**src/rtl/core/binary_cross_morphology_defines.svh**
```systemverilog
// Assertion macros for the binary cross morphology RTL.
// Needs clk and rst_n in the scope where a macro is used.
`ifndef BINARY_CROSS_MORPHOLOGY_DEFINES_SVH
`define BINARY_CROSS_MORPHOLOGY_DEFINES_SVH

// Consequent must hold in the same cycle as the antecedent.
`define BCM_ASSERT_SAME(lbl, ante, cons, msg) \
  lbl: assert property (@(posedge clk) disable iff (!rst_n) (ante) |-> (cons)) \
    else $error(msg);

// Consequent must hold in the cycle after the antecedent.
`define BCM_ASSERT_NEXT(lbl, ante, cons, msg) \
  lbl: assert property (@(posedge clk) disable iff (!rst_n) (ante) |=> (cons)) \
    else $error(msg);

`endif

```
**src/rtl/core/bcm_pkg.sv**
```systemverilog
// Shared types and constants of the binary cross morphology block.
// No dependencies; imported by every module of the block.
`default_nettype none

package bcm_pkg;

  // Fixed field widths.
  localparam int PIX_W   = 8;
  localparam int ROW_W   = 16;
  localparam int CFGW_W  = 11;
  localparam int CFGH_W  = 16;
  localparam int APB_A_W = 4;
  localparam int APB_D_W = 32;

  // Register indexes (word address bits of paddr).
  localparam logic [1:0] REG_IMAGE_WIDTH  = 2'd0;
  localparam logic [1:0] REG_IMAGE_HEIGHT = 2'd1;
  localparam logic [1:0] REG_ERODE_MODE   = 2'd2;

  // Register reset values.
  localparam logic [CFGW_W-1:0] RST_IMAGE_WIDTH  = 11'd256;
  localparam logic [CFGH_W-1:0] RST_IMAGE_HEIGHT = 16'd256;

  // Pixel codes: bit CODE_NZ set for a nonzero pixel, bit CODE_FULL for 255.
  localparam int CODE_NZ   = 0;
  localparam int CODE_FULL = 1;
  localparam logic [PIX_W-1:0] PIX_ON  = 8'hFF;
  localparam logic [PIX_W-1:0] PIX_OFF = 8'h00;

  // Queue depths (powers of two).
  localparam int IQ_DEPTH = 4;
  localparam int OQ_DEPTH = 4;
  localparam int OQ_CNT_W = $clog2(OQ_DEPTH + 1);

  // Classification of one item, made by the front part.
  typedef struct packed {
    logic has_prev;   // a row lies above: result for the row above is due
    logic last_row;   // item is on the last row: its own result is due
    logic last_col;   // item is the last of its row
    logic act_up;     // row-above result: upper neighbor counts
    logic act_cur;    // row-above result: lower neighbor (this item) counts
    logic act_left;   // row-above result: left neighbor counts
    logic act_right;  // row-above result: right neighbor counts
    logic act_up_own; // own result: upper neighbor counts
  } bcm_flags_t;

  typedef struct packed {
    logic [1:0]       code;
    logic [ROW_W-1:0] row;
    bcm_flags_t       flags;
  } bcm_item_t;

  typedef struct packed {
    logic [PIX_W-1:0] pixel;
    logic [ROW_W-1:0] row;
    logic             done;
  } bcm_res_t;

endpackage

`default_nettype wire

```
**src/rtl/core/bcm_outq.sv**
```systemverilog
// Result queue that takes up to two items per cycle and gives one.
// Depends on bcm_pkg; DEPTH must be a power of two and at least two.
`default_nettype none
`include "binary_cross_morphology_defines.svh"

module bcm_outq import bcm_pkg::*; #(
  parameter int DEPTH  = 4,
  parameter int DATA_W = 8,
  localparam int CW    = $clog2(DEPTH + 1)
) (
  input  logic              clk,
  input  logic              rst_n,
  input  logic [1:0]        push_n,
  input  logic [DATA_W-1:0] data0,
  input  logic [DATA_W-1:0] data1,
  input  logic              pop,
  output logic              empty,
  output logic [DATA_W-1:0] head,
  output logic [CW-1:0]     count
);

  localparam int PW = $clog2(DEPTH);

  logic [DATA_W-1:0] mem_r [DEPTH];
  logic [PW-1:0]     wr_ptr_r, wr_ptr_nxt;
  logic [PW-1:0]     rd_ptr_r, rd_ptr_nxt;
  logic [CW-1:0]     count_r, count_nxt;
  logic              do_pop;

  assign empty  = (count_r == '0);
  assign do_pop = pop && !empty;
  assign head   = mem_r[rd_ptr_r];
  assign count  = count_r;

  // Pointers advance by the number of items written and read.
  always_comb begin
    wr_ptr_nxt = wr_ptr_r + PW'(push_n);
    rd_ptr_nxt = do_pop ? rd_ptr_r + 1'b1 : rd_ptr_r;
    count_nxt  = count_r + CW'(push_n) - CW'(do_pop);
  end

  always_ff @(posedge clk) begin
    if (!rst_n) begin
      wr_ptr_r <= '0;
      rd_ptr_r <= '0;
      count_r  <= '0;
    end else begin
      wr_ptr_r <= wr_ptr_nxt;
      rd_ptr_r <= rd_ptr_nxt;
      count_r  <= count_nxt;
    end
  end

  // The first item goes to the write pointer, a second one just after it.
  always_ff @(posedge clk) begin
    if (push_n != 2'd0) begin
      mem_r[wr_ptr_r] <= data0;
    end
    if (push_n == 2'd2) begin
      mem_r[wr_ptr_r + 1'b1] <= data1;
    end
  end

  `BCM_ASSERT_SAME(a_oq_room, push_n != 2'd0, ({1'b0, count_r} + push_n) <= DEPTH, "result queue overflow")
  `BCM_ASSERT_NEXT(a_oq_drain, do_pop && push_n == 2'd0, count_r == $past(count_r) - 1'b1, "result queue count did not drop on pop")

endmodule

`default_nettype wire

```
**config.mk**
```make
export PLATFORM = sky130hd
export DESIGN_NAME = bcm_outq
export DESIGN_NICKNAME = d
export VERILOG_FILES = /design/src/rtl/core/bcm_pkg.sv /design/src/rtl/core/bcm_outq.sv
export VERILOG_INCLUDE_DIRS = /design/src /design/src/rtl/core
export SDC_FILE = /design/constraint.sdc
export NUM_CORES = 1
export LEC_CHECK = 0
export ABC_CLOCK_PERIOD_IN_PS = 2190
export BUFFER_PORTS_ARGS = -buffer_cell sky130_fd_sc_hd__buf_2
export CAP_MARGIN = 20
export CORE_ASPECT_RATIO = 1.1
export CORE_UTILIZATION = 56
export DETAILED_ROUTE_END_ITERATION = 7
export PLACE_DENSITY = 0.89
export SLEW_MARGIN = 20
export SYNTH_ARGS = -nofsm -noshare
export SYNTH_HDL_FRONTEND = slang
export SYNTH_SLANG_ARGS = --single-unit
```
**constraint.sdc**
```tcl
create_clock -name clk -period 2.19 [get_ports clk]
set_input_delay 0.1095 -clock clk [delete_from_list [all_inputs] [get_ports clk]]
set_output_delay 0.1095 -clock clk [all_outputs]
set_load 0.01 [all_outputs]
```
# Word level (Yosys, flattened, before mapping)
# Memory sizes are Yosys's and may differ from the RTL's. A register that Yosys moved wholly into a read port is not among the register bits.
# Cells that the tools add are included.
# Widths: inputs -> output; s select.
[totals]
n_memories = 1
word_cells = 20
mem_bits_rw = 32
output_inout_bits = 12
inputBits = 21
regBits = 7
[mem_list]
columns = ["name", "depth", "width", "rd", "rd_ports_with_merged_regs", "write_ports", "line", "rtl"]
rows = [
  ["mem_r", 4, 8, 1, 1, 2, "bcm_outq.sv:24", "logic [DATA_W-1:0] mem_r [DEPTH];"],
]
[op_classes]
n_addsub = 5
eq_ne = 1
reduce_logical = 4
muxes = 6
[op_table]
columns = ["operator", "count"]
rows = [
  ["$add 2x1->2 const B", 2],
  ["$mux 1", 4],
  ["$mux 2", 2],
  ["$add 3x2->3", 1],
  ["$logic_not 3->1", 1],
  ["$sub 3x1->3", 1],
  ["$add 2x2->2", 1],
  ["$eq 2x2->1 const B", 1],
  ["$reduce_bool 2->1", 1],
  ["$logic_and 1x1->1", 1],
  ["$logic_not 1->1", 1],
]

# Longest topological paths before layout
# Gate-level depths: netlist (run 1).
[depth]
ltp_word = 5
mapped_depth = 7
depth_no_buf = 7

# Least setup slack after synthesis (run 1)
# OpenSTA, ideal clock, no wires.
[synth_path]
kind = "register -> register"
from = "register count_r[0] (netlist: count[0])"
to = "register count_r[2] (netlist: count[2])"
setup_time_ns = 0.114
synth_period_minus_slack_ns = 1.883
stages_incl_launch_ff = 8
required_time_ns = 2.076
n_path_buf = 0
t_arrival_ns = 1.770
setup_slack_ns = 0.307
path_cell_list = "dfxtp_1 > o31a_1 > ha_1 > inv_1 > ha_1 > fa_1 > xnor3_1 > nor2b_1"
[synth_via]
elab_chain_cells = 4
word_cells_on_any_way = 5
classes_between = "add/sub: 2; reduce/logical: 3"
[synth_lines]
columns = ["item", "line", "rtl"]
rows = [
  ["start, declared", "bcm_outq.sv:27", "logic [CW-1:0] count_r, count_nxt;"],
  ["start signal, assigned", "bcm_outq.sv:50", "count_r <= count_nxt;"],
  ["$logic_not 3->1", "bcm_outq.sv:30", "assign empty = (count_r == '0);"],
  ["$logic_not 1->1", "bcm_outq.sv:31", "assign do_pop = pop && !empty;"],
  ["$logic_and 1x1->1", "bcm_outq.sv:31", ""],
  ["net do_pop", "bcm_outq.sv:28", "logic do_pop;"],
  ["$sub 3x1->3", "bcm_outq.sv:39", "count_nxt = count_r + CW'(push_n) - CW'(do_pop);"],
]
# The timed path passes the listed nets, and every way through them passes these cells.
# A chain may end at the register's enable or synchronous reset.

# Final worst setup path (run 1)
# Ends and elaborated chain as after synthesis.

==> flow_summary.toml, run 1 <==
[clock_network]
clk_pin_slew_ns = 0.12
clockRootBuffer = "clkbuf_4"
htreeDepth = 2
clockBufferDepth = 2
cts_tree = "built"
cts.sinks = 41
cts_setup_buffers = 0
clk_latency_ns = 0.36
post_cts_resized = 0
numCtsBuffers = 5
cts_hold_buf = 0

[yosys]
syn-num-nets = 154
ys_seq_area_share_pct = 55.4
yosys.cell_count.top_type = "edfxtp_1"
yosysWarnings = 0
synthFlopType = "edfxtp_1"
ys_seq_elements = 41
netlist_top_cells_count = "edfxtp_1, mux2_2, dfxtp_1, mux4_2, inv_1"
synthArstFlopShare_pct = 0
synth.avg_cell_area_sq_um = 16.1
synth_edf_count = 32
post-synth-top-area-cell = "edfxtp_1"
synthDistinctLibCells = 27
yosysTopAreaCellShare_pct = 46.6
synth_cells = 128
ys_top_cells_by_area = "edfxtp_1, mux2_2, dfxtp_1"
netlist_area_sq_um = 2060

[floorplanning]
die_area_sq_um = 3930
die_w_um = 59.8
core_area_sq_um = 3410
io_pins = 33
start_util_pct = 60.4
rows = 22
die_h_um = 65.6

[timing]
whs_ns = 0.0660
fmax_mhz = 514
fin_crit_sh_pct = 88.9
worstMarginPinSlew_ns = 0.563
fin_tns_setup_ns = 0
max_slew_margin_pct = 62.4
post-route-min-period_ns = 1.95
final-setup-viol-count = 0
rsz0062_at_grt = "no"
skew_ns = 0.00968
drv_slew = 0
finalHoldViolCount = 0

[power]
p_seq_share_pct = 51.6
combPwrFrac_pct = 30.5
p_leak_nw = 0.942
pwr_density_cell_nw_per_um2 = 860
ir_drop_v = 0.000561
p_sw_mw = 0.623
p_int_mw = 1.44
clkPwrFrac_pct = 17.8
sw_frac_of_total_pct = 30.2

[critical_path]
r2r_slack_ns = 0.24
r2r_cells = 7
crit_path_start = "count[0]$_SDFF_PN0_"
cp_common_cell = "ha_1"
cp_slowest_cell = "dfxtp_1"
crit_path_start_kind = "flop"
cpPeakStageDelay_ns = 0.36
reg2reg_to = "count[2]$_SDFF_PN0_"
end_kind = "flop"
path_cells = "o31a_1, ha_1, inv_1, ha_1, fa_1, xnor3_1, nor2b_1"
required_ns = 2.45
crit_path_max_fanout = 5
cp.arrival_ns = 2.21
critPathKind = "reg2reg"
rr_startpoint = "count[0]$_SDFF_PN0_"

[place]
gp_congestion = 0.785
dp_hpwl_mm = 3.12
portBuffers = 32

[detailed_routing]
drt_iter0_markers = 41
ant_nets = 0
num_vias = 1227
routedWlPerCell_um = 17.7
drt_wl_total_mm = 3.92
vias_per_cell = 5.55
dr.pass1.iters = 4
route.detailed.drc = 0

[global_route]
overflow = 0
grt_pass1_wl_mm = 6.15
grt_pass1_vias = 1282
grt_max_degree = 14
antenna_found_initial = 0
grt.total_usage_pct = 22.8

[final_layout]
final_nets = 198
area_delta_synth_final_pct = 16.3
fin_util_pct = 70.2
fillerInstances = 272
layout-drive-gt1-share_pct = 53.2
antenna_cells = 0
multi_input_area_sq_um = 861
seqCellArea_sq_um = 1140

[min_path]
hold_depth = 2
min_path_type = "in2reg"
hold_end = "wr_ptr_r[1]$_SDFF_PN0_"
min_from = "rst_n"

[run_status]
status = "complete, no violations"

[run]
maxCapViolations = 0
[flip-flops by register name (all words and copies together), names as in the netlist, named ones only]
name	flops
rd_ptr_r	2
count	3
wr_ptr_r	2
mem_r	32
[cells in the final DEF (no fill, tap or decap), types with 2 or more instances in the layout]
cell type   n
buf_2      32
edfxtp_1   32
mux2_2     29
buf_4      13
dfxtp_1     9
mux4_2      8
inv_1       6
clkbuf_4    5
mux2i_1     4
ha_1        4
mux2_1      3
nor2b_1     3
and2_1      3
nor4bb_1    2
nor2_1      2
nand2b_1    2
nand2_1     2
xnor3_1     2
clkinv_2    2
[through the flow]
stage | instance area [sq um] | power [mW] | std cells | worst slack, ns
floorplan | 2060 | 1.49 | 128 | 0.307
global placement | 2340 | 1.68 | 213 | 0.326
detailed placement | 2340 | 1.72 | 213 | 0.248
CTS | 2400 | 2.08 | 221 | 0.233
global route | 2400 | 2.18 | 221 | 0.137
finish | 2400 | 2.06 | 221 | 0.243
[cell families (layout without fill, tap and decap cells)]
group	count (synthesis)	after routing	share of synthesized area [%]
DFF	41	41	55.4
adders and majority gates	5	5	3.40
muxes	44	44	28.2
and+or+nand+nor	17	17	5.95
xor gates and xnor gates	2	2	2.19
AOI/OAI and AO/OA	5	5	2.06
buffers and inverters	14	59	2.85
[final cells by class]
type / count / area share, %
Sequential cell: 41 / 47.6
Timing Repair Buffer: 45 / 10.8
Tap cell: 48 / 2.51
Clock buffer: 5 / 1.57
Multi-Input combinational cell: 73 / 35.9
Inverter: 6 / 0.939
Clock inverter: 3 / 0.731
[routing by layer]
metal / vias to the layer above / part of all wire, % / track usage [%]
li1: 580 / - / -
met1: 604 / 38 / 25.4
met2: 32 / 55 / 39.9
met3: 11 / 4.7 / 6.10
met4: 0 / 2.5 / 10.2
met5: - / 0 / 0
[worst max-delay path: cells and delay by family, from the launching register on]
kind	cells	cell delay [ns]
flip-flops	1	0.36
buffers and inverters	1	0.04
AND/OR/NAND/NOR	1	0.05
XOR/XNOR	1	0.22
AO/OA/AOI/OAI	1	0.36
adder cells (fa/ha/maj)	3	0.83
[power groups by stage]
stage	Combinational, mW	Clock (mW)	Sequential (mW)
2_1_floorplan	0.456	0	1.03
3_3_place_gp	0.601	0	1.08
3_5_place_dp	0.635	0	1.09
4_1_cts	0.637	0.373	1.07
5_1_grt	0.693	0.406	1.08
6_report	0.630	0.367	1.07
[worst max-delay path by stage]
stage | end | slack (ns)
2_1_floorplan | count[2]$_SDFF_PN0_ | 0.31
3_3_place_gp | count[2]$_SDFF_PN0_ | 0.33
3_5_place_dp | count[2]$_SDFF_PN0_ | 0.25
4_1_cts | count[2]$_SDFF_PN0_ | 0.23
5_1_grt | count[2]$_SDFF_PN0_ | 0.14
6_report | count[2]$_SDFF_PN0_ | 0.24
Note: power is estimated with default switching activity, not from simulation.
==> inputs of run 2 (changes only) <==
- ABC_AREA: default -> 1
- BUFFER_PORTS_ARGS: -buffer_cell sky130_fd_sc_hd__buf_2 -> -buffer_cell sky130_fd_sc_hd__clkbuf_2
- RECOVER_POWER: default -> 100
==> run 2 against run 1 <==
  * Sequential cell count unchanged
  * Wire length increased by 9.5%
  * Largest cell class unchanged
  * First-iteration DRC count increased by 140%
  * Non-clock buffer count shrank 8
==> flow_summary.toml, run 2 <==
[run_status]
status = "complete, no violations"

[timing]
whs_ns = 0.0999
fmax_mhz = 482
worstMarginPinSlew_ns = 0.384
finalHoldViolCount = 0
final-setup-viol-count = 0
fin_tns_setup_ns = 0
max_slew_margin_pct = 74.4
fin_crit_sh_pct = 94.8
drv_slew = 0
post-route-min-period_ns = 2.08
skew_ns = 0.00806

[global_route]
grt_use_met1_pct = 26.8
grt_pass1_vias = 1577
met3_usage_pct = 5.10
antenna_found_initial = 0
overflow = 0
grt_pass1_wl_mm = 6.81
busiest_layer = "met2"
grt.total_usage_pct = 23.0
grt_use_met2_pct = 39.2
grt_max_degree = 18

[critical_path]
end_kind = "flop"
cp_slowest_cell = "fa_1"
path_cells = "nor2_2, nand2_2, inv_1, nor2_1, ha_1, inv_1, ha_1, fa_1, or2_1, a21oi_2, nor2_1"
critPathKind = "reg2reg"
cp.arrival_ns = 2.27
crit_family = "adder cells"
crit_path_start_kind = "flop"
required_ns = 2.38
cpPeakStageDelay_ns = 0.38
crit_path_max_fanout = 5
worst-path-buf-inv = 2

[detailed_routing]
num_vias = 1670
routedWlPerCell_um = 13.9
route.detailed.drc = 0
ant_nets = 0
vias_per_cell = 5.42
dr.pass1.iters = 4
drt_iter0_markers = 98
drt_wl_total_mm = 4.29

[clock_network]
post_cts_resized = 0
cts_setup_buffers = 0
clk_pin_slew_ns = 0.08
numCtsBuffers = 5
clockBufferDepth = 2
clk_latency_ns = 0.29
htreeDepth = 2
cts.sinks = 41
cts_hold_buf = 0
cts_tree = "built"
clockRootBuffer = "clkbuf_8"

[yosys]
synth.avg_cell_area_sq_um = 10.2
post-synth-top-area-cell = "edfxtp_1"
synthArstFlopShare_pct = 0
yosysTopAreaCellShare_pct = 43.2
synthFlopType = "edfxtp_1"
ys_seq_elements = 41
ys_top_cells_by_area = "edfxtp_1, o21ai_2, dfxtp_1"
syn-num-nets = 245
synth_cells = 219
yosysWarnings = 0
yosys.cell_count.top_type = "nand2_1"
synthDistinctLibCells = 24
netlist_area_sq_um = 2220
netlist_top_cells_count = "nand2_1, edfxtp_1, o21ai_2, nor2_1, inv_1"
ys_seq_area_share_pct = 51.3
synth_edf_count = 32

[floorplanning]
die_h_um = 68.1
start_util_pct = 59.9
rows = 23
die_w_um = 62.1
die_area_sq_um = 4230
io_pins = 33
core_area_sq_um = 3710

[power]
p_leak_nw = 1.09
ir_drop_v = 0.000743
pwr_density_cell_nw_per_um2 = 896

[place]
portBuffers = 32
dp_hpwl_mm = 3.03
gp_congestion = 0.790

[final_layout]
regMostFlops = "mem_r"
fin_util_pct = 67.3
final_nets = 283
area_delta_synth_final_pct = 12.3
largest_reg_flops = 32
final_common_cell = "nand2_1"
antenna_cells = 0
final_cell_mix = "nand2_1, o21ai_2, edfxtp_1"
layout-drive-gt1-share_pct = 34.9

[min_path]
min_path_type = "in2reg"

[run]
maxCapViolations = 0
-- run 2: logic make-up after synthesis --
family / synth area share (%)
simple gates: 17.0
fa+ha+maj: 3.15
buf+inv: 7.87
flops: 51.3
compound gates: 20.7
-- run 2: area by class of cell --
cell class | count | area, sq um
multi-input combinational | 147 | 917
clock buffer | 6 | 72.6
clock inverter | 2 | 10.0
inverter | 25 | 98.8
timing repair buffer | 37 | 196
sequential | 41 | 1140
fill | 260 | 1210
tap | 50 | 62.6
-- run 2: worst min-delay path, cell delays in order --
cell	delay (ns)
clkbuf_2	0.10
a21oi_1	0.08
nor2_1	0.07
-- run 2: metal layers --
metal / vias up / routed length [um] / share of wire, %
li1: 825 / - / -
met1: 776 / 1730 / 40
met2: 60 / 2280 / 53
met3: 9 / 206 / 4.8
met4: 0 / 72 / 1.7
met5: - / 0 / 0
-- run 2: through the flow --
step	total power [mW]	instances	cell area (sq um)	setup WS, ns
5_1_grt	2.39	308	2500	-0.0245
3_5_place_dp	1.76	300	2410	0.119
3_3_place_gp	1.73	300	2410	0.194
6_report	2.24	308	2500	0.113
2_1_floorplan	1.51	219	2220	0.161
4_1_cts	2.22	308	2490	0.104
-- run 2: worst paths after layout --
| kind | start | slack [ns] | end | cells past startpoint |
|---|---|---|---|---|
| setup / recovery | count[0]$_SDFF_PN0_ | 0.11 | count[2]$_SDFF_PN0_ | 11 |
| hold reg to reg | rd_ptr_r[0]$_SDFFE_PN0P_ | 0.50 | rd_ptr_r[0]$_SDFFE_PN0P_ | 2 |
| hold / removal | pop | 0.1 | rd_ptr_r[0]$_SDFFE_PN0P_ | 3 |
| setup reg to reg | count[0]$_SDFF_PN0_ | 0.11 | count[2]$_SDFF_PN0_ | 11 |
-- run 2: power by group --
| group | total (mW) | internal (mW) | switching (mW) |
|---|---|---|---|
| combinational | 0.742 | 0.282 | 0.460 |
| clock | 0.467 | 0.221 | 0.247 |
| sequential | 1.03 | 0.955 | 0.0741 |
| total | 2.24 | 1.46 | 0.780 |
==> inputs of run 3 (changes only) <==
- CORE_UTILIZATION: 56 -> 45
- PLACE_DENSITY: 0.89 -> 0.75
==> run 3 against run 2 <==
  * Cell count rose by 1.9%
  * Die area rose by 24%
  * Utilization down 18 points
  * Clock skew down 0.0011 ns
  * Via count down 4.4%
  * Global-route usage fell by 5.9 points
  * First-iteration DRC count shrank 34%
  * Sequential cell count is the same
  * Sequential power hardly changed
  * Total power fell by 4.0%
  * Largest cell class unchanged
  * Largest power group unchanged
==> flow_summary.toml, run 3 (synthesis gave the netlist of run 2 again) <==
[run_status]
status = "complete, no violations"

[timing]
drv_slew = 0
skew_ns = 0.00694
rsz0062_at_grt = "no"
post-route-min-period_ns = 2.00
finalHoldViolCount = 0
max_slew_margin_pct = 53.7
fmax_mhz = 499
worstMarginPinSlew_ns = 0.693
fin_crit_sh_pct = 91.5
fin_tns_setup_ns = 0
final-setup-viol-count = 0

[detailed_routing]
num_vias = 1596
route.detailed.drc = 0
ant_nets = 0
routedWlPerCell_um = 13.5
vias_per_cell = 5.08
drt_wl_total_mm = 4.24
drt_iter0_markers = 65
dr.pass1.iters = 4

[final_layout]
area_delta_synth_final_pct = 4.67
fin_util_pct = 49.7
final_cell_mix = "o21ai_0, nand2_1, edfxtp_1"
layout-drive-gt1-share_pct = 18.6
regMostFlops = "mem_r"
final_nets = 283
largest_reg_flops = 32
antenna_cells = 0

[floorplanning]
rows = 26
die_h_um = 75.7
io_pins = 33
core_area_sq_um = 4680
die_w_um = 69.0
start_util_pct = 47.5
die_area_sq_um = 5230

[critical_path]
crit_path_start_kind = "flop"
cp_slowest_cell = "fa_2"
reg2reg_to = "count[2]$_SDFF_PN0_"
rr_startpoint = "count[0]$_SDFF_PN0_"
end_kind = "flop"
required_ns = 2.38
critPathKind = "reg2reg"
crit_path_max_fanout = 5
r2r_cells = 11
cp.arrival_ns = 2.19
cpPeakStageDelay_ns = 0.34
path_cells = "nor2_2, nand2_2, inv_1, nor2_1, ha_1, inv_1, ha_1, fa_2, or2_0, a21oi_1, nor2_1"
r2r_slack_ns = 0.19

[power]
p_int_mw = 1.41
sw_frac_of_total_pct = 34.5
ir_drop_v = 0.000544
p_sw_mw = 0.741
clkPwrFrac_pct = 21.9
combPwrFrac_pct = 30.6
pwr_density_cell_nw_per_um2 = 923
p_leak_nw = 1.01
p_seq_share_pct = 47.5

[global_route]
grt_use_met2_pct = 32.6
met3_usage_pct = 4.37
grt_pass1_vias = 1547
grt_max_degree = 18
grt_pass1_wl_mm = 6.76
overflow = 0
grt_use_met1_pct = 17.5
antenna_found_initial = 0
grt.total_usage_pct = 17.0
busiest_layer = "met2"

[min_path]
min_from = "pop"
min_path_type = "in2reg"
hold_depth = 3

[place]
portBuffers = 32
dp_hpwl_mm = 2.87
gp_congestion = 0.773

[clock_network]
numCtsBuffers = 5
clk_latency_ns = 0.29
htreeDepth = 2
clk_pin_slew_ns = 0.07
clockRootBuffer = "clkbuf_8"
cts_hold_buf = 0
clockBufferDepth = 2
cts_tree = "built"
cts.sinks = 41

[run]
maxCapViolations = 0
## run 3: changes by cell type in the layout (fill, tap and decap cells not counted), sizes merged
cell	previous run	this run
buf	5	0
clkbuf	38	42
clkinv	2	3
## run 3: power by group through the flow
stage	logic [mW]	clock network (mW)	registers [mW]
floorplan	0.479	0	1.04
global placement	0.697	0	1.04
detailed placement	0.713	0	1.04
CTS	0.716	0.475	1.02
global route	0.763	0.500	1.03
finish	0.659	0.470	1.02
## run 3: cell type report
type / count / area [sq um]
clock buffers: 5 / 68.8
flip-flops and latches: 41 / 1140
repair buffers: 37 / 173
fillers: 468 / 2360
clock inverters: 3 / 12.5
multi-input cells: 147 / 764
well taps: 56 / 70.1
inverters: 25 / 98.8
## run 3: worst max path at each step
stage,from,end,slack [ns]
after floorplan,count[0]$_SDFF_PN0_,count[2]$_SDFF_PN0_,0.16
after global placement,count[2]$_SDFF_PN0_,count[2]$_SDFF_PN0_,0.19
after detailed placement,count[2]$_SDFF_PN0_,count[2]$_SDFF_PN0_,0.15
after CTS,count[2]$_SDFF_PN0_,count[2]$_SDFF_PN0_,0.13
after global routing,count[0]$_SDFF_PN0_,count[2]$_SDFF_PN0_,0.03
final,count[0]$_SDFF_PN0_,count[2]$_SDFF_PN0_,0.19
## run 3: routing by layer
metal,wire [um],part of all wire (%),up-vias
li1,-,-,830
met5,0,0,-
met3,171,4.0,10
met1,1810,43,722
met2,2170,51,34
met4,76,1.8,0
## run 3: stage by stage
| step | total power [mW] | instances | worst slack, ns | cell area, sq um | hold slack [ns] |
|---|---|---|---|---|---|
| finish | 2.15 | 314 | 0.186 | 2330 | 0.0965 |
| global route | 2.30 | 314 | 0.0322 | 2330 | 0.118 |
| CTS | 2.21 | 314 | 0.127 | 2500 | 0.0895 |
| detailed placement | 1.75 | 306 | 0.147 | 2420 | 0.397 |
| global placement | 1.73 | 306 | 0.193 | 2420 | 0.406 |
| floorplan | 1.51 | 219 | 0.161 | 2220 | 0.203 |
## run 3: worst max-delay path, delay by kind of cell (launching register included)
family	cells	cell delay [ns]
flip-flops	1	0.33
buffers and inverters	2	0.12
AO/OA/AOI/OAI	1	0.13
AND/OR/NAND/NOR	5	0.56
adder cells (fa/ha/maj)	3	0.78
## run 3: timing repair
action	in CTS	in global routing
gates resized for setup	0	3
endpoints found under the setup margin	0	1
setup buffers	0	0
